$ cat config.mk
export PLATFORM = sky130hd
export DESIGN_NAME = kml_cell
export DESIGN_NICKNAME = d
export VERILOG_FILES = /design/src/kml_pkg.sv /design/src/kml_cell.sv
export SDC_FILE = /design/constraint.sdc
export NUM_CORES = 1
export LEC_CHECK = 0
export BUFFER_PORTS_ARGS = -buffer_cell sky130_fd_sc_hd__buf_2
export CAP_MARGIN = 20
export CORE_AREA = 2 2 197 295
export CTS_CLUSTER_SIZE = 30
export DETAILED_ROUTE_END_ITERATION = 8
export DIE_AREA = 0 0 199 297
export GPL_ROUTABILITY_DRIVEN = 0
export PLACE_DENSITY_LB_ADDON = 0.12
export SLEW_MARGIN = 0
export SYNTH_ARGS = -nofsm -noshare
export SYNTH_HDL_FRONTEND = slang
export SYNTH_SLANG_ARGS = --single-unit
$ cat constraint.sdc
create_clock -name clk -period 3.4 [get_ports clk]
set_clock_uncertainty 0.15 [all_clocks]
set_input_delay 0.17 -clock clk [delete_from_list [all_inputs] [get_ports clk]]
set_output_delay 0.17 -clock clk [all_outputs]
set_load 0.005 [all_outputs]
$ cat src/kml_pkg.sv
// kml_pkg: shared types and constants for the k-means pass block
// no dependencies
package kml_pkg;
	localparam logic [1:0] KIND_WR    = 2'd0;
	localparam logic [1:0] KIND_POINT = 2'd1;
	localparam logic [1:0] KIND_END   = 2'd2;
	localparam logic [1:0] KIND_RD    = 2'd3;

	localparam logic [1:0] RES_READ   = 2'd0;
	localparam logic [1:0] RES_ASSIGN = 2'd1;
	localparam logic [1:0] RES_SUMMARY = 2'd2;

	localparam int MAX_CLUSTERS = 16;
	localparam int MAX_DIMS     = 32;

	localparam int CNT_W  = 20;
	localparam int DIST_W = 40;
	localparam int SUM_W  = 37;
	localparam int CONV_SHIFT = 10;

	localparam logic [CNT_W-1:0]  CNT_MAX  = {CNT_W{1'b1}};
	localparam logic [DIST_W-1:0] DIST_MAX = {DIST_W{1'b1}};

	localparam logic [0:0] REG_CLUSTERS = 1'b0;
	localparam logic [0:0] REG_DIMS     = 1'b1;

	typedef struct packed {
		logic        clr;
		logic        acc;
		logic [15:0] val;
	} cell_ctl_t;
endpackage

$ cat src/kml_cell.sv
// kml_cell: one distance cell, keeps the partial distance of one centroid
// depends on kml_pkg
module kml_cell (
	input  logic                        clk,
	input  logic                        arst_n,
	input  kml_pkg::cell_ctl_t          ctl,
	input  logic                        en,
	input  logic signed [15:0]          cent,
	output logic [kml_pkg::DIST_W-1:0]  part_dist
);
	logic signed [16:0] diff;
	logic [33:0] sq;
	logic [kml_pkg::DIST_W:0] sum;
	logic [kml_pkg::DIST_W-1:0] dist_q;

	assign diff = 17'(signed'(ctl.val)) - 17'(cent);
	assign sq   = 34'(diff * diff);
	assign sum  = {1'b0, dist_q} + (kml_pkg::DIST_W+1)'(sq);

	always_ff @(posedge clk or negedge arst_n) begin
		if (!arst_n) begin
			dist_q <= '0;
		end else if (ctl.clr) begin
			dist_q <= '0;
		end else if (ctl.acc && en) begin
			dist_q <= sum[kml_pkg::DIST_W] ? kml_pkg::DIST_MAX : sum[kml_pkg::DIST_W-1:0];
		end
	end

	assign part_dist = dist_q;
endmodule

==> impl_metrics.env <==
export IMPL_clock_sinks=40
export IMPL_dp_cells=2798
export IMPL_viasPerCell=4.302
export IMPL_drv_cap=0
export IMPL_relSlewSlack=0.4478
export IMPL_final_cell_mix="buf_4, inv_1, fa_1, nor2_1, ha_1"
export IMPL_finalNonFillerCells=2853
export IMPL_yosysSeqAreaShare=0.07146
export IMPL_final_setup_worst_slack_ns=-5.490
export IMPL_critPathCapture="part_dist[37]"
export IMPL_timing_fmax_mhz=112.5
export IMPL_startpoint="ctl[6]"
export IMPL_finalSetupViolations=40
export IMPL_num_rows=107
export IMPL_cp_depth=39
export IMPL_drc_errors=0
export IMPL_drv_slew=0
export IMPL_cp_buffers_inverters=10
export IMPL_async_reset_ff_frac=1.000
export IMPL_diodes=0
export IMPL_holdCritStartpoint="ctl[17]"
export IMPL_area_growth_pct=45.14
export IMPL_cts_inserted_buffers=5
export IMPL_path_common_cell="fa_1"
export IMPL_cts_root_buf="clkbuf_16"
export IMPL_reg2reg_to="part_dist[24]"
export IMPL_status="finished, violations left"
export IMPL_dpl_instance_area_sq_mm=0.01870
export IMPL_netlist_area_sq_mm=0.01401
export IMPL_drtPass1Iterations=4
export IMPL_synth_edff_count=0
export IMPL_crit_family="adder cells"
export IMPL_start_kind="input port"
export IMPL_synth_seq_cells=40
export IMPL_core_area_sq_mm=0.05663
export IMPL_r2r_slack_ns=0.19
export IMPL_dpl_hpwl_microns=40820
export IMPL_post_drt_wl_per_cell_microns=16.26
export IMPL_ios=77
export IMPL_overflow=0
export IMPL_finalInstanceArea_sq_mm=0.02033
export IMPL_drive_gt1_frac=0.3598
export IMPL_die_w_microns=199
export IMPL_hold_viol_final=0
export IMPL_grt_max_degree=41
export IMPL_cts_max_path_buffers=2
export IMPL_vias=12270
export IMPL_synthDistinctLibCells=81
export IMPL_clk_latency_ns=0.31
export IMPL_largest_reg_flops=40
export IMPL_htreeDepth=2
export IMPL_crit_fanout=5
export IMPL_wl_microns=46380
export IMPL_netlist_instances=1599
export IMPL_critical_path_slowest_cell="fa_1"
export IMPL_die_area_sq_mm=0.05910
export IMPL_final_period_utilization=2.615
export IMPL_crit_arrival_ns=8.90
export IMPL_place_ws_ns=-6.351
export IMPL_track_usage=0.1635
export IMPL_grt_pass1_wl_microns=75220
export IMPL_yosysWarnings=0
export IMPL_n_fill_cell=5902
export IMPL_final_common_cell="buf_4"
export IMPL_synth_main_ff_cell="dfrtp_1"
export IMPL_r2r_cells=12
export IMPL_tightest_slew_ns=0.8197
export IMPL_fin_nets=2534
export IMPL_violations="setup timing"
export IMPL_cpPeakStageDelay_ns=0.57
export IMPL_rsz0062_at_grt="yes"
export IMPL_rr_startpoint="part_dist[0]"
export IMPL_synth_nets=2044
export IMPL_period_needed_ns=8.890
export IMPL_io_buffers=76
export IMPL_synth_area_per_cell_sq_um=8.760
export IMPL_clk_pin_slew_worst_paths_ns=0.07
export IMPL_first_global_vias=13730
export IMPL_drt_iter0_drc=347
export IMPL_critPathKind="in -> reg"
export IMPL_antenna_found_initial=0
export IMPL_worst_setup_path_end_kind="flop"
export IMPL_hold_class="in -> reg"
export IMPL_required_ns=3.41
export IMPL_cts_tree="built"
export IMPL_ant_nets=0
export IMPL_fin_util=0.3590
export IMPL_initial_core_util=0.2473
export IMPL_dieHeight_microns=297
metrics by stage:
step | hold WS [ns] | setup TNS (ns)
2_1_floorplan | -0.2756 | -201.24
3_3_place_gp | 0.2625 | -250.12
3_5_place_dp | 0.2728 | -249.39
4_1_cts | 0.02941 | -220.43
5_1_grt | 0.06094 | -231.64
6_report | 0.04016 | -215.75
worst min-delay path by stage:
stage | end | slack, ns | depth (start not counted)
finish | part_dist[35] | 0.04 | 2
global route | part_dist[35] | 0.06 | 2
detailed placement | part_dist[32] | 0.27 | 1
global placement | part_dist[32] | 0.26 | 1
floorplan | part_dist[0] | -0.28 | 0
CTS | part_dist[35] | 0.03 | 2
Yosys cell counts (21+ instances only):
master / count / area share
o21ai_0: 68 / 0.024
a31oi_1: 30 / 0.013
inv_1: 372 / 0.10
xnor2_1: 46 / 0.029
a21oi_1: 71 / 0.025
dfrtp_1: 40 / 0.071
clkbuf_1: 28 / 0.0075
a21o_1: 28 / 0.015
fa_1: 271 / 0.39
nand2_1: 124 / 0.033
ha_1: 137 / 0.12
nor3_1: 23 / 0.0082
nor2_1: 129 / 0.035
nand3_1: 21 / 0.0075
xor2_1: 28 / 0.018
per-layer routing:
| metal | up-vias | global-route usage | wire length [microns] |
|---|---|---|---|
| met3 | 54 | 0.005556 | 704 |
| li1 | 6045 | - | - |
| met2 | 154 | 0.3134 | 25430 |
| met1 | 6021 | 0.1962 | 18760 |
| met4 | 0 | 0.04442 | 1481 |
| met5 | - | 0 | 0 |
final cells by class:
cell class | instances | area (sq um) | area share
tap | 763 | 954.7 | 0.04696
clock buffer | 5 | 125.1 | 0.006154
sequential | 40 | 1001 | 0.04923
multi-input combinational | 1138 | 12660 | 0.6229
clock inverter | 3 | 42.54 | 0.002092
timing repair buffer | 526 | 4098 | 0.2016
inverter | 378 | 1445 | 0.07108
what timing repair did:
item                       4_1_cts  5_1_grt
hold endpoints to repair        40        0
buffers inserted                23       25
hold buffers                     1        0
gates resized for setup         94      123
cloned                           0        1
pin swaps                       59       93
setup endpoints to repair       40       40
cell families after synthesis:
family	share of synthesized area
AO/OA/AOI/OAI	0.1313
XOR/XNOR	0.04743
adder cells (fa/ha/maj)	0.5097
buffers and inverters	0.1168
flip-flops	0.07146
multiplexers	0.0007146
AND/OR/NAND/NOR	0.1226
Power is left out: the tool's default activity adds up to more than one toggle a clock period on the data nets, which glitch-free logic cannot reach.
